File: config.mk
export PLATFORM = sky130hd
export DESIGN_NAME = hex_to_tet_split
export DESIGN_NICKNAME = d
export VERILOG_FILES = /design/src/rtl/core/hts_pkg.sv /design/src/rtl/core/hex_to_tet_split.sv /design/src/rtl/core/hts_front.sv /design/src/rtl/core/hts_fifo.sv /design/src/rtl/core/hts_back.sv
export SDC_FILE = /design/constraint.sdc
export NUM_CORES = 2
export LEC_CHECK = 0
export ABC_AREA = 1
export ABC_CLOCK_PERIOD_IN_PS = 20100
export BUFFER_PORTS_ARGS = -buffer_cell sky130_fd_sc_hd__buf_2
export CAP_MARGIN = 25
export CORE_ASPECT_RATIO = 1.4
export CORE_UTILIZATION = 30
export DETAILED_ROUTE_END_ITERATION = 16
export SETUP_SLACK_MARGIN = 0.15
export SLEW_MARGIN = 5
export SYNTH_ARGS = -nofsm -noshare
export SYNTH_HDL_FRONTEND = slang
export SYNTH_SLANG_ARGS = --single-unit
File: constraint.sdc
create_clock -name clk_i -period 20.1 [get_ports clk_i]
set_clock_uncertainty 0.05 [all_clocks]
set_input_delay 4.02 -clock clk_i [delete_from_list [all_inputs] [get_ports clk_i]]
set_output_delay 4.02 -clock clk_i [all_outputs]
set_load 0.01 [all_outputs]
File: src/rtl/core/hts_pkg.sv
`default_nettype none

package hts_pkg;

  // Cell and tetrahedron geometry.
  localparam int unsigned NumCorners = 8;
  localparam int unsigned MaxTets    = 6;
  localparam int unsigned TetCorners = 4;
  localparam int unsigned NumTables  = 4;

  // Width of ids and element numbers on the ports.
  localparam int unsigned OutIdW = 31;

  typedef logic [OutIdW-1:0] vert_t;
  typedef logic [2:0]        corner_t;
  typedef logic [2:0]        tet_cnt_t;
  typedef logic [1:0]        ndiag_t;
  typedef logic [2:0]        diag_code_t;

  // Rotation applied after the minimum corner has been moved to the front.
  typedef enum logic [1:0] {
    ROT_NONE,
    ROT_120,
    ROT_240
  } rot_e;

  // Number of tetrahedra when no face diagonal touches the first corner,
  // and when at least one does.
  localparam tet_cnt_t TetsNoDiag   = 3'd5;
  localparam tet_cnt_t TetsWithDiag = 3'd6;

  // Bit positions of the three face tests in the diagonal code.
  localparam int unsigned CodeBitFaceA = 2;
  localparam int unsigned CodeBitFaceB = 1;
  localparam int unsigned CodeBitFaceC = 0;

  // Diagonal codes that select each rotation.
  localparam diag_code_t CodeRot120Lo = 3'b001;
  localparam diag_code_t CodeRot120Hi = 3'b110;
  localparam diag_code_t CodeRot240Lo = 3'b010;
  localparam diag_code_t CodeRot240Hi = 3'b101;

  // Corner order that brings each corner to position zero.
  localparam corner_t PermMin [NumCorners][NumCorners] = '{
    '{3'd0, 3'd1, 3'd2, 3'd3, 3'd4, 3'd5, 3'd6, 3'd7},
    '{3'd1, 3'd0, 3'd4, 3'd5, 3'd2, 3'd3, 3'd7, 3'd6},
    '{3'd2, 3'd1, 3'd5, 3'd6, 3'd3, 3'd0, 3'd4, 3'd7},
    '{3'd3, 3'd0, 3'd1, 3'd2, 3'd7, 3'd4, 3'd5, 3'd6},
    '{3'd4, 3'd0, 3'd3, 3'd7, 3'd5, 3'd1, 3'd2, 3'd6},
    '{3'd5, 3'd1, 3'd0, 3'd4, 3'd6, 3'd2, 3'd3, 3'd7},
    '{3'd6, 3'd2, 3'd1, 3'd5, 3'd7, 3'd3, 3'd0, 3'd4},
    '{3'd7, 3'd3, 3'd2, 3'd6, 3'd4, 3'd0, 3'd1, 3'd5}
  };

  // Tetrahedra of the split, one table per number of touching diagonals.
  localparam corner_t TetTbl [NumTables][MaxTets][TetCorners] = '{
    '{'{3'd0, 3'd1, 3'd2, 3'd5}, '{3'd0, 3'd2, 3'd7, 3'd5}, '{3'd0, 3'd2, 3'd3, 3'd7},
      '{3'd0, 3'd5, 3'd7, 3'd4}, '{3'd2, 3'd7, 3'd5, 3'd6}, '{3'd0, 3'd0, 3'd0, 3'd0}},
    '{'{3'd0, 3'd5, 3'd7, 3'd4}, '{3'd0, 3'd1, 3'd7, 3'd5}, '{3'd1, 3'd6, 3'd7, 3'd5},
      '{3'd0, 3'd7, 3'd2, 3'd3}, '{3'd0, 3'd7, 3'd1, 3'd2}, '{3'd1, 3'd7, 3'd6, 3'd2}},
    '{'{3'd0, 3'd4, 3'd5, 3'd6}, '{3'd0, 3'd3, 3'd7, 3'd6}, '{3'd0, 3'd7, 3'd4, 3'd6},
      '{3'd0, 3'd1, 3'd2, 3'd5}, '{3'd0, 3'd3, 3'd6, 3'd2}, '{3'd0, 3'd6, 3'd5, 3'd2}},
    '{'{3'd0, 3'd2, 3'd3, 3'd6}, '{3'd0, 3'd3, 3'd7, 3'd6}, '{3'd0, 3'd7, 3'd4, 3'd6},
      '{3'd0, 3'd5, 3'd6, 3'd4}, '{3'd1, 3'd5, 3'd6, 3'd0}, '{3'd1, 3'd6, 3'd2, 3'd0}}
  };

  // Source corner of a rotated position.
  function automatic corner_t rot_corner(rot_e rot, corner_t pos);
    corner_t res;
    res = pos;
    case (rot)
      ROT_120: begin
        case (pos)
          3'd1:    res = 3'd4;
          3'd2:    res = 3'd5;
          3'd3:    res = 3'd1;
          3'd4:    res = 3'd3;
          3'd5:    res = 3'd7;
          3'd7:    res = 3'd2;
          default: res = pos;
        endcase
      end
      ROT_240: begin
        case (pos)
          3'd1:    res = 3'd3;
          3'd2:    res = 3'd7;
          3'd3:    res = 3'd4;
          3'd4:    res = 3'd1;
          3'd5:    res = 3'd2;
          3'd7:    res = 3'd5;
          default: res = pos;
        endcase
      end
      default: res = pos;
    endcase
    return res;
  endfunction

  // Rotation chosen by the diagonal code.
  function automatic rot_e rot_from_code(diag_code_t code);
    rot_e res;
    if (code inside {CodeRot120Lo, CodeRot120Hi}) begin
      res = ROT_120;
    end else if (code inside {CodeRot240Lo, CodeRot240Hi}) begin
      res = ROT_240;
    end else begin
      res = ROT_NONE;
    end
    return res;
  endfunction

endpackage

`default_nettype wire

File: src/rtl/core/hex_to_tet_split.sv
// Path: an accepted cell passes the 4 classifier stages, the queue, the emitter's cell register
// and its output register. Throughput: one tetrahedron per cycle while results are popped, set by the
// single result port of the emitter, and each cell gives 5 or 6; the 4-stage classifier and 2-entry queue take a
// new cell every cycle until they fill.
// Reset: all stages, the queue and the output register empty; the tetrahedron count is
// zero and the first element number is 1.
`default_nettype none

module hex_to_tet_split #(
  parameter int unsigned VERTEX_ID_BITS = 31
) (
  input  logic                     clk_i,
  input  logic                     rst_ni,
  input  logic                     cfg_we_i,
  input  hts_pkg::vert_t           cfg_wdata_i,
  input  logic                     push,
  output logic                     full,
  input  hts_pkg::vert_t           vertex_id_1_i,
  input  hts_pkg::vert_t           vertex_id_2_i,
  input  hts_pkg::vert_t           vertex_id_3_i,
  input  hts_pkg::vert_t           vertex_id_4_i,
  input  hts_pkg::vert_t           vertex_id_5_i,
  input  hts_pkg::vert_t           vertex_id_6_i,
  input  hts_pkg::vert_t           vertex_id_7_i,
  input  hts_pkg::vert_t           vertex_id_8_i,
  output logic                     empty,
  input  logic                     pop,
  output hts_pkg::vert_t           tet_number_o,
  output hts_pkg::vert_t           vert_a_o,
  output hts_pkg::vert_t           vert_b_o,
  output hts_pkg::vert_t           vert_c_o,
  output hts_pkg::vert_t           vert_d_o,
  output hts_pkg::tet_cnt_t        tets_in_cell_o,
  output logic                     last_o
);

  // Ids are compared on their low bits only, never wider than the ports.
  localparam int unsigned IdW =
    (VERTEX_ID_BITS < hts_pkg::OutIdW) ? VERTEX_ID_BITS : hts_pkg::OutIdW;
  localparam int unsigned CornersW = hts_pkg::NumCorners * IdW;
  localparam int unsigned QueueW   = CornersW + $bits(hts_pkg::diag_code_t);

  logic [hts_pkg::NumCorners-1:0][IdW-1:0] in_ids, front_corners, cell_corners;
  hts_pkg::diag_code_t                     front_code, cell_code;
  logic                                    in_ready, front_valid, q_full, q_empty;
  logic                                    cell_pop, res_valid;
  logic [QueueW-1:0]                       q_wdata, q_rdata;

  // Masked corner ids.
  assign in_ids[0] = vertex_id_1_i[IdW-1:0];
  assign in_ids[1] = vertex_id_2_i[IdW-1:0];
  assign in_ids[2] = vertex_id_3_i[IdW-1:0];
  assign in_ids[3] = vertex_id_4_i[IdW-1:0];
  assign in_ids[4] = vertex_id_5_i[IdW-1:0];
  assign in_ids[5] = vertex_id_6_i[IdW-1:0];
  assign in_ids[6] = vertex_id_7_i[IdW-1:0];
  assign in_ids[7] = vertex_id_8_i[IdW-1:0];

  assign full = !in_ready;

  // Classifier: minimum corner, permutation and face tests.
  hts_front #(
    .ID_W(IdW)
  ) u_front (
    .clk_i      (clk_i),
    .rst_ni     (rst_ni),
    .in_valid_i (push),
    .in_ready_o (in_ready),
    .ids_i      (in_ids),
    .out_valid_o(front_valid),
    .out_ready_i(!q_full),
    .corners_o  (front_corners),
    .code_o     (front_code)
  );

  // Queue of classified cells.
  assign q_wdata      = {front_code, front_corners};
  assign cell_corners = q_rdata[CornersW-1:0];
  assign cell_code    = q_rdata[CornersW +: $bits(hts_pkg::diag_code_t)];

  hts_fifo #(
    .DATA_W(QueueW)
  ) u_fifo (
    .clk_i  (clk_i),
    .rst_ni (rst_ni),
    .push_i (front_valid),
    .full_o (q_full),
    .wdata_i(q_wdata),
    .pop_i  (cell_pop),
    .empty_o(q_empty),
    .rdata_o(q_rdata)
  );

  // Emitter: one tetrahedron per cycle while the result register is free or popped.
  hts_back #(
    .ID_W(IdW)
  ) u_back (
    .clk_i         (clk_i),
    .rst_ni        (rst_ni),
    .cfg_we_i      (cfg_we_i),
    .cfg_wdata_i   (cfg_wdata_i),
    .cell_valid_i  (!q_empty),
    .cell_pop_o    (cell_pop),
    .cell_corners_i(cell_corners),
    .cell_code_i   (cell_code),
    .res_pop_i     (pop),
    .res_valid_o   (res_valid),
    .tet_number_o  (tet_number_o),
    .vert_a_o      (vert_a_o),
    .vert_b_o      (vert_b_o),
    .vert_c_o      (vert_c_o),
    .vert_d_o      (vert_d_o),
    .tets_in_cell_o(tets_in_cell_o),
    .last_o        (last_o)
  );

  assign empty = !res_valid;

  // A shown result always carries a legal tetrahedron count.
  assert property (@(posedge clk_i) disable iff (!rst_ni)
    !empty |-> (tets_in_cell_o == hts_pkg::TetsNoDiag ||
                tets_in_cell_o == hts_pkg::TetsWithDiag))
    else $error("tets_in_cell out of range");

  // Back-to-back results carry consecutive element numbers.
  assert property (@(posedge clk_i) disable iff (!rst_ni)
    (!empty && pop) ##1 !empty |->
      tet_number_o == hts_pkg::vert_t'($past(tet_number_o) + hts_pkg::vert_t'(1)))
    else $error("element numbers not consecutive");

  // A cell keeps its count until its last tetrahedron has gone.
  assert property (@(posedge clk_i) disable iff (!rst_ni)
    (!empty && pop && !last_o) ##1 !empty |-> tets_in_cell_o == $past(tets_in_cell_o))
    else $error("cell split before its last tetrahedron");

  // The emitter only takes a cell from a non-empty queue.
  assert property (@(posedge clk_i) disable iff (!rst_ni)
    cell_pop |-> !q_empty)
    else $error("cell taken from empty queue");

endmodule

`default_nettype wire

File: src/rtl/core/hts_front.sv
`default_nettype none

module hts_front #(
  parameter int unsigned ID_W = 31
) (
  input  logic                                          clk_i,
  input  logic                                          rst_ni,
  input  logic                                          in_valid_i,
  output logic                                          in_ready_o,
  input  logic [hts_pkg::NumCorners-1:0][ID_W-1:0]      ids_i,
  output logic                                          out_valid_o,
  input  logic                                          out_ready_i,
  output logic [hts_pkg::NumCorners-1:0][ID_W-1:0]      corners_o,
  output hts_pkg::diag_code_t                           code_o
);

  localparam int unsigned NumPairs = hts_pkg::NumCorners / 2;
  localparam int unsigned NumQuads = NumPairs / 2;
  localparam int unsigned NumDiag  = 6;

  // Stage registers.
  logic                                           s1_v_q, s2_v_q, s3_v_q, s4_v_q;
  logic [hts_pkg::NumCorners-1:0][ID_W-1:0]       s1_ids_q, s2_ids_q, s3_p_q, s4_p_q;
  logic [NumPairs-1:0][ID_W-1:0]                  s1_min_q;
  hts_pkg::corner_t [NumPairs-1:0]                s1_idx_q;
  logic [NumQuads-1:0][ID_W-1:0]                  s2_min_q;
  hts_pkg::corner_t [NumQuads-1:0]                s2_idx_q;
  logic [NumDiag-1:0][ID_W-1:0]                   s4_dmin_q;

  logic s1_rdy, s2_rdy, s3_rdy, s4_rdy;

  logic [NumPairs-1:0][ID_W-1:0]                  l1_min;
  hts_pkg::corner_t [NumPairs-1:0]                l1_idx;
  logic [NumQuads-1:0][ID_W-1:0]                  l2_min;
  hts_pkg::corner_t [NumQuads-1:0]                l2_idx;
  hts_pkg::corner_t                               imin;
  logic [hts_pkg::NumCorners-1:0][ID_W-1:0]       p1;
  logic [NumDiag-1:0][ID_W-1:0]                   dmin;

  function automatic logic [ID_W-1:0] min2(logic [ID_W-1:0] a, logic [ID_W-1:0] b);
    return (b < a) ? b : a;
  endfunction

  // A stage takes new data when it is empty or its content moves on.
  assign s4_rdy     = !s4_v_q || out_ready_i;
  assign s3_rdy     = !s3_v_q || s4_rdy;
  assign s2_rdy     = !s2_v_q || s3_rdy;
  assign s1_rdy     = !s1_v_q || s2_rdy;
  assign in_ready_o = s1_rdy;

  // First level of the minimum search; on a tie the lower corner wins.
  always_comb begin
    for (int j = 0; j < NumPairs; j++) begin
      if (ids_i[2*j+1] < ids_i[2*j]) begin
        l1_min[j] = ids_i[2*j+1];
        l1_idx[j] = hts_pkg::corner_t'(2*j+1);
      end else begin
        l1_min[j] = ids_i[2*j];
        l1_idx[j] = hts_pkg::corner_t'(2*j);
      end
    end
  end

  // Second level of the minimum search.
  always_comb begin
    for (int j = 0; j < NumQuads; j++) begin
      if (s1_min_q[2*j+1] < s1_min_q[2*j]) begin
        l2_min[j] = s1_min_q[2*j+1];
        l2_idx[j] = s1_idx_q[2*j+1];
      end else begin
        l2_min[j] = s1_min_q[2*j];
        l2_idx[j] = s1_idx_q[2*j];
      end
    end
  end

  // Final compare, then move the minimum corner to the front.
  always_comb begin
    imin = (s2_min_q[1] < s2_min_q[0]) ? s2_idx_q[1] : s2_idx_q[0];
    for (int i = 0; i < hts_pkg::NumCorners; i++) begin
      p1[i] = s2_ids_q[hts_pkg::PermMin[imin][i]];
    end
  end

  // Minima of the two diagonals of each of the three tested faces.
  always_comb begin
    dmin[0] = min2(s3_p_q[1], s3_p_q[6]);
    dmin[1] = min2(s3_p_q[2], s3_p_q[5]);
    dmin[2] = min2(s3_p_q[3], s3_p_q[6]);
    dmin[3] = min2(s3_p_q[2], s3_p_q[7]);
    dmin[4] = min2(s3_p_q[4], s3_p_q[6]);
    dmin[5] = min2(s3_p_q[5], s3_p_q[7]);
  end

  // Face tests; equal minima count as false.
  always_comb begin
    code_o = '0;
    code_o[hts_pkg::CodeBitFaceA] = s4_dmin_q[0] < s4_dmin_q[1];
    code_o[hts_pkg::CodeBitFaceB] = s4_dmin_q[2] < s4_dmin_q[3];
    code_o[hts_pkg::CodeBitFaceC] = s4_dmin_q[4] < s4_dmin_q[5];
  end

  assign out_valid_o = s4_v_q;
  assign corners_o   = s4_p_q;

  // Stage valid bits.
  always_ff @(posedge clk_i or negedge rst_ni) begin
    if (!rst_ni) begin
      s1_v_q <= 1'b0;
      s2_v_q <= 1'b0;
      s3_v_q <= 1'b0;
      s4_v_q <= 1'b0;
    end else begin
      if (s1_rdy) begin
        s1_v_q <= in_valid_i;
      end
      if (s2_rdy) begin
        s2_v_q <= s1_v_q;
      end
      if (s3_rdy) begin
        s3_v_q <= s2_v_q;
      end
      if (s4_rdy) begin
        s4_v_q <= s3_v_q;
      end
    end
  end

  // Stage payload.
  always_ff @(posedge clk_i) begin
    if (s1_rdy && in_valid_i) begin
      s1_ids_q <= ids_i;
      s1_min_q <= l1_min;
      s1_idx_q <= l1_idx;
    end
    if (s2_rdy && s1_v_q) begin
      s2_ids_q <= s1_ids_q;
      s2_min_q <= l2_min;
      s2_idx_q <= l2_idx;
    end
    if (s3_rdy && s2_v_q) begin
      s3_p_q <= p1;
    end
    if (s4_rdy && s3_v_q) begin
      s4_p_q    <= s3_p_q;
      s4_dmin_q <= dmin;
    end
  end

endmodule

`default_nettype wire

File: src/rtl/core/hts_fifo.sv
`default_nettype none

module hts_fifo #(
  parameter int unsigned DATA_W = 251
) (
  input  logic              clk_i,
  input  logic              rst_ni,
  input  logic              push_i,
  output logic              full_o,
  input  logic [DATA_W-1:0] wdata_i,
  input  logic              pop_i,
  output logic              empty_o,
  output logic [DATA_W-1:0] rdata_o
);

  localparam int unsigned Depth = 2;
  localparam int unsigned PtrW  = $clog2(Depth);
  localparam int unsigned CntW  = $clog2(Depth + 1);

  logic [DATA_W-1:0] entry_q [Depth];
  logic [PtrW-1:0]   wr_ptr_q, rd_ptr_q;
  logic [CntW-1:0]   count_q;
  logic              do_push, do_pop;

  assign full_o  = count_q == CntW'(Depth);
  assign empty_o = count_q == '0;
  assign do_push = push_i && !full_o;
  assign do_pop  = pop_i && !empty_o;
  assign rdata_o = entry_q[rd_ptr_q];

  // Pointers and fill level.
  always_ff @(posedge clk_i or negedge rst_ni) begin
    if (!rst_ni) begin
      wr_ptr_q <= '0;
      rd_ptr_q <= '0;
      count_q  <= '0;
    end else begin
      if (do_push) begin
        wr_ptr_q <= (wr_ptr_q == PtrW'(Depth - 1)) ? '0 : wr_ptr_q + PtrW'(1);
      end
      if (do_pop) begin
        rd_ptr_q <= (rd_ptr_q == PtrW'(Depth - 1)) ? '0 : rd_ptr_q + PtrW'(1);
      end
      if (do_push && !do_pop) begin
        count_q <= count_q + CntW'(1);
      end else if (do_pop && !do_push) begin
        count_q <= count_q - CntW'(1);
      end
    end
  end

  // Entry storage.
  always_ff @(posedge clk_i) begin
    if (do_push) begin
      entry_q[wr_ptr_q] <= wdata_i;
    end
  end

endmodule

`default_nettype wire

File: src/rtl/core/hts_back.sv
`default_nettype none

module hts_back #(
  parameter int unsigned ID_W = 31
) (
  input  logic                                      clk_i,
  input  logic                                      rst_ni,
  input  logic                                      cfg_we_i,
  input  hts_pkg::vert_t                            cfg_wdata_i,
  input  logic                                      cell_valid_i,
  output logic                                      cell_pop_o,
  input  logic [hts_pkg::NumCorners-1:0][ID_W-1:0]  cell_corners_i,
  input  hts_pkg::diag_code_t                       cell_code_i,
  input  logic                                      res_pop_i,
  output logic                                      res_valid_o,
  output hts_pkg::vert_t                            tet_number_o,
  output hts_pkg::vert_t                            vert_a_o,
  output hts_pkg::vert_t                            vert_b_o,
  output hts_pkg::vert_t                            vert_c_o,
  output hts_pkg::vert_t                            vert_d_o,
  output hts_pkg::tet_cnt_t                         tets_in_cell_o,
  output logic                                      last_o
);

  // Element numbering.
  hts_pkg::vert_t first_q, emitted_q;

  // Cell being split.
  logic                                      work_v_q;
  logic [hts_pkg::NumCorners-1:0][ID_W-1:0]  work_p_q;
  hts_pkg::ndiag_t                           work_ndiag_q;
  hts_pkg::rot_e                             work_rot_q;
  hts_pkg::tet_cnt_t                         work_cnt_q;
  hts_pkg::tet_cnt_t                         k_q;

  // Output register.
  logic              out_v_q;
  hts_pkg::vert_t    out_num_q;
  hts_pkg::vert_t    out_vert_q [hts_pkg::TetCorners];
  hts_pkg::tet_cnt_t out_cnt_q;
  logic              out_last_q;

  logic              out_rdy, emit, is_last, load;
  hts_pkg::ndiag_t   in_ndiag;
  hts_pkg::vert_t    vert [hts_pkg::TetCorners];
  hts_pkg::corner_t  src;

  assign out_rdy    = !out_v_q || res_pop_i;
  assign emit       = work_v_q && out_rdy;
  assign is_last    = k_q == work_cnt_q - hts_pkg::tet_cnt_t'(1);
  assign load       = cell_valid_i && (!work_v_q || (emit && is_last));
  assign cell_pop_o = load;

  // Number of face diagonals that run through the first corner.
  assign in_ndiag = hts_pkg::ndiag_t'(cell_code_i[0]) + hts_pkg::ndiag_t'(cell_code_i[1])
                  + hts_pkg::ndiag_t'(cell_code_i[2]);

  // Corners of the current tetrahedron, through the rotation.
  always_comb begin
    src = '0;
    for (int v = 0; v < hts_pkg::TetCorners; v++) begin
      src     = hts_pkg::rot_corner(work_rot_q, hts_pkg::TetTbl[work_ndiag_q][k_q][v]);
      vert[v] = hts_pkg::vert_t'(work_p_q[src]);
    end
  end

  // Configuration, counters and valid bits.
  always_ff @(posedge clk_i or negedge rst_ni) begin
    if (!rst_ni) begin
      first_q   <= hts_pkg::vert_t'(1);
      emitted_q <= '0;
      work_v_q  <= 1'b0;
      k_q       <= '0;
      out_v_q   <= 1'b0;
    end else begin
      if (cfg_we_i) begin
        first_q <= cfg_wdata_i;
      end
      if (emit) begin
        emitted_q <= emitted_q + hts_pkg::vert_t'(1);
      end
      if (load) begin
        work_v_q <= 1'b1;
        k_q      <= '0;
      end else if (emit && is_last) begin
        work_v_q <= 1'b0;
        k_q      <= '0;
      end else if (emit) begin
        k_q <= k_q + hts_pkg::tet_cnt_t'(1);
      end
      if (emit) begin
        out_v_q <= 1'b1;
      end else if (res_pop_i) begin
        out_v_q <= 1'b0;
      end
    end
  end

  // Cell and result payload.
  always_ff @(posedge clk_i) begin
    if (load) begin
      work_p_q     <= cell_corners_i;
      work_ndiag_q <= in_ndiag;
      work_rot_q   <= hts_pkg::rot_from_code(cell_code_i);
      work_cnt_q   <= (in_ndiag == '0) ? hts_pkg::TetsNoDiag : hts_pkg::TetsWithDiag;
    end
    if (emit) begin
      out_num_q  <= first_q + emitted_q;
      out_vert_q <= vert;
      out_cnt_q  <= work_cnt_q;
      out_last_q <= is_last;
    end
  end

  assign res_valid_o    = out_v_q;
  assign tet_number_o   = out_num_q;
  assign vert_a_o       = out_vert_q[0];
  assign vert_b_o       = out_vert_q[1];
  assign vert_c_o       = out_vert_q[2];
  assign vert_d_o       = out_vert_q[3];
  assign tets_in_cell_o = out_cnt_q;
  assign last_o         = out_last_q;

endmodule

`default_nettype wire

# Word-level counts from Yosys, hierarchy flattened
# Memories as Yosys holds them, arrays and structs flattened.
# Cells that the tools add are included.
[word_totals]
reg_bits = 1871
latchBits = 0
mem_bits_rw = 502
mem_bits_ro = 192
output_inout_bits = 161
n_memories = 2
[op_classes]
addsub = 10
n_mul = 0
div = 0
magnitude_cmp = 31
n_eq_ne = 32
n_shift = 0
muxes = 78
bitwise_logic = 3
n_reduce_logical = 36
[memory_table]
columns = ["memory", "words", "word_bits", "rd", "rd_ports_with_merged_regs", "wr", "line", "rtl"]
rows = [
  ["u_fifo.entry_q", 2, 251, 1, 0, 1, "hts_fifo.sv:20", "logic [DATA_W-1:0] entry_q [Depth];"],
  ["(name not given)", 8, 24, 1, 0, 0, "hts_front.sv:81", "p1[i] = s2_ids_q[hts_pkg::PermMin[imin][i]];"],
]
[op_table]
columns = ["op", "count"]
rows = [
  ["31-bit binary-select mux with 3-bit select", 12],
  ["31-bit two-way mux", 24],
  ["31-bit < comparator", 16],
  ["72-bit binary-select mux with 2-bit select", 1],
  ["72-bit two-way mux", 2],
  ["3-bit one-hot mux with 6 select lines", 8],
  ["3-bit by 4-bit < comparator with 1-bit output (second input constant)", 12],
  ["24-bit two-way mux", 2],
  ["3-bit == test (second input constant)", 14],
  ["12-bit binary-select mux with 3-bit select", 1],
  ["31-bit by 1-bit adder with 31-bit output (second input constant)", 1],
  ["31-bit adder", 1],
  ["3-bit by 2-bit == test with 1-bit output (second input constant)", 9],
  ["12-bit two-way mux", 2],
  ["3-bit one-hot mux with 2 select lines", 4],
  ["3-bit two-way mux", 6],
  ["3-bit by 1-bit == test with 1-bit output (second input constant)", 5],
  ["1-bit two-way mux", 12],
  ["1-bit logical AND", 11],
  ["1-bit zero test", 11],
  ["2-bit nonzero test", 5],
  ["4-bit greater-or-equal comparator (second input constant)", 2],
  ["2-bit two-way mux", 4],
  ["3-bit NOT with 4-bit output", 2],
  ["other kinds (15)", 23],
]

# Depth between registers and ports, before layout
[logic_depth]
depth_word = 12
depth_mapped = 23
mapped_depth_nobuf = 21

# Cells and area by module
# Synthesis repeated with hierarchy kept, for this count alone.
[hier_totals]
hier_cells = 11711
area_unflattened_um2 = 115779.8
[modules_own_cells]
columns = ["mod", "instances", "cells_per_inst", "area_each_um2"]
rows = [
  ["hts_front", 1, 6750, 68512.0],
  ["hts_back", 1, 3615, 28720.0],
  ["hts_fifo", 1, 1342, 18532.8],
  ["hex_to_tet_split", 1, 4, 15.0],
]

# Worst setup path before layout
# OpenSTA, ideal clock, no wires.
[synth_timing]
kind = "input -> register"
start = "input push"
end = "register u_front.s1_ids_q[0] (netlist bit) (enable)"
arrival_ps = 19481
t_required_ps = 18929
path_slack_ps = -553
cell_stages = 2
path_cell_list = "inv_1 -> nor2_1"
[synth_via]
elab_chain_len = 1
[synth_rtl]
columns = ["element", "line", "rtl"]
rows = [
  ["start: declaration", "hex_to_tet_split.sv:16", "input logic push,"],
  ["1-bit logical AND", "hts_front.sv:131", "if (s1_rdy && in_valid_i) begin"],
  ["end signal: assignment", "hts_front.sv:132", "s1_ids_q <= ids_i;"],
  ["end: declaration", "hts_front.sv:23", "logic [hts_pkg::NumCorners-1:0][ID_W-1:0] s1_ids_q, s2_ids_q, s3_p_q, s4_p_q;"],
]
# Every way passes these cells.
# A chain may end at the register's enable or synchronous reset.

# Worst setup path after layout
[layout_timing]
start = "input push"
end = "register u_front.s1_ids_q[54] (netlist bit) (enable)"
# Same word-level chain as after synthesis.

==> run summary <==
Status: complete, no violations
DPL Wire Length: 247800 um
Starting density of the core: 0.3010
Clock Path Buffers: 4
Grt met2 use: 0.2674
R2R Setup Slk: 14.15 ns
Initial antenna violation count: 40
CTS tree: done
CTS Root Cell: clkbuf_16
Antenna-violating nets left: 0
Post_cts resized: 0
CORE AREA: 383000 um2
Vias in the first global route: 77100
Final Cell Area: 130600 um2
Mean area per synthesized cell: 10.03 um2
Remaining Overflow, GRT: 0
Post-synthesis sequential area ratio: 0.6118
First DRT Iteration DRCs: 7980
Die Wd: 525.9 um
CTS H-tree lvls: 4
Worst Path Buf+Inv: 6
Slew Limit Fails: 0
RSZ-0062 raised after global routing: no
Vias per Instance: 4.856
Dpl ws: 11.58 ns
Worst Setup EP: u_front.s1_ids_q[54]
Multi-input logic area: 37860 um2
Fmax: 133.0 MHz
Final Worst Setup Slack: 12.58 ns
Die Span Y: 735.5 um
WL final: 340600 um
Hold_buf cts: 0
Rel. slew slack: 0.1844
Endpoints failing setup: 0
Startpoint of the worst setup timing path: push
Critical Path End Type: flip-flop
Post-synth top cells: 3344 x nand2_1, 2286 x edfxtp_1, 1215 x inv_1
Hold crit path type: reg -> reg
Worst r2r path cells: 18
Post-Syn Nets: 12310
Period minus WS final: 7.519 ns
Clk sinks: 2361
Rows: 269
CP delay by family, top: buffers and inverters
Post-CTS Setup Inserts: 0
Syn-to-layout area delta: 13.29%
Total CTS buffers: 239
RePlAce Congestion: 0.8865
Clk slew on worst S/H paths: 0.07 ns
Clk_lat worst skew: 0.96 ns
Setup TNS Final: 0 ns
Worst r2r src: u_front.s2_min_q[45]
Gate count after technology mapping: 11500
Crit-path cells: buf_2 > inv_1 > nor2_4 > buf_4 > buf_4 > buf_4 > buf_4
FF-to-FF End: u_front.s3_p_q[64]
Register Area: 70530 um2
Synth Warn #: 0
Cell mode on critical path: buf_4
Max-cap violation count: 0
Layout cell share with drive strength beyond 1: 0.09519
IO Port Bufs: 443
Worst hold start: u_front.s3_p_q[21]
Pin count of the biggest net entering global routing: 176
M1 GR Usage: 0.2356
CP Launch Type: input port
GRT Resource Usage Total: 0.1706
Remaining DRCs: 0
Post-synth top area share: 0.5955
CP Depth: 7
Number of distinct library cells after synthesis: 63
Synth area leader: edfxtp_1
Crit path DAT: 7.99 ns
I/O pin count: 445
Met3 usage: 0.02359
WP data required: 20.57 ns
Ranking of synthesized cells by area: edfxtp_1 60%, nand2_1 11%, ha_1 5.7%
Average wire per standard cell: 20.10 um
FFs w/ async S/R, synth: 0.03177
First-pass GRT wire length: 498800 um
Via count: 82280
Count leader, synth: nand2_1
Placed cell area: 122500 um2
Critical path class: in -> reg
Drt pass-1 iters: 6
Fin crit share: 0.3741
Mapped Area: 115300 um2
GR peak layer: met2
Endpoints failing hold: 0
Die area: 386800 um2
Critical Path Max Stage Delay: 0.79 ns
Measured slew at the worst slew-check pin: 1.214 ns
Post-synth EDFFs: 2286
Ys flop type: edfxtp_1
Worst Hold Slack: 0.3538 ns
CP Max Fanout: 69
Yosys reg bits: 2361
Fillers: 38310
NumNets Final: 12540
Max stage delay cell, worst path: buf_4
[cells by family (layout without fill, tap and decap cells)]
| family | count (synthesis) | after routing | share of synthesized area |
|---|---|---|---|
| AO/OA/AOI/OAI | 1858 | 1858 | 0.08642 |
| multiplexers | 31 | 31 | 0.003017 |
| adder cells (fa/ha/maj) | 529 | 529 | 0.05755 |
| XOR/XNOR | 65 | 65 | 0.004938 |
| flip-flops | 2361 | 2361 | 0.6118 |
| other | 1 | 9 | 0.00003253 |
| buffers and inverters | 1809 | 2237 | 0.06187 |
| AND/OR/NAND/NOR | 4842 | 4842 | 0.1744 |
[metal layers]
| layer | up-vias | share of wire |
|---|---|---|
| li1 | 39700 | - |
| met1 | 38690 | 0.45 |
| met2 | 3175 | 0.44 |
| met3 | 712 | 0.063 |
| met4 | 4 | 0.045 |
| met5 | - | 0.000076 |
[cell usage in the layout, fill, tap and decap left out, types with 223 or more instances in the layout]
cell type and n:
ha_1 527, nand3_1 998, buf_2 442, inv_1 1207
nor2_1 223, clkbuf_16 241, nand2_1 3333, edfxtp_1 2286
o21ai_0 1188, a21oi_1 366
[how the worst min path moves through the flow]
stage                       endpoint  cells past startpoint
2_1_floorplan   u_front.corners_o[0]                      0
3_3_place_gp    u_front.s2_ids_q[26]                      0
3_5_place_dp   u_front.s2_ids_q[100]                      0
4_1_cts         u_front.s2_ids_q[52]                      0
5_1_grt        u_front.corners_o[21]                      0
6_report       u_front.corners_o[21]                      0
[final cells by class]
| class | count | area share |
|---|---|---|
| flip-flops and latches | 2361 | 0.5400 |
| inverters | 1236 | 0.03575 |
| multi-input cells | 7326 | 0.2899 |
| diodes | 8 | 0.0001533 |
| repair buffers | 566 | 0.02456 |
| clock inverters | 152 | 0.01409 |
| clock buffers | 283 | 0.04746 |
| well taps | 5013 | 0.04803 |
[metrics by stage]
| stage | util | cells |
|---|---|---|
| 2_1_floorplan | - | 11500 |
| 4_1_cts | 0.3408 | 16940 |
| 3_3_place_gp | 0.3198 | 16500 |
| 5_1_grt | 0.3409 | 16940 |
| 6_report | 0.3410 | 16950 |
| 3_5_place_dp | 0.3199 | 16500 |
[sequential cells by signal, indices dropped and copies added (netlist names), 3 cells and up]
register and cells:
u_back.vert_b_o 31, u_fifo.entry_q 502, u_back.emitted_q 31, u_back.vert_d_o 31, u_front.corners_o 248, u_front.s4_dmin_q 186, u_back.tet_number_o 31, u_front.s1_min_q 124
u_front.s1_ids_q 248, u_back.work_p_q 248, u_front.s2_ids_q 248, u_front.s2_min_q 62, u_back.first_q 31, u_front.s3_p_q 248, u_front.s1_idx_q 4, u_back.vert_c_o 31
u_back.vert_a_o 31, u_back.k_q 3, u_front.s2_idx_q 4
Power is left out: the tool's default activity adds up to more than one toggle a clock period on the data nets, which glitch-free logic cannot reach.
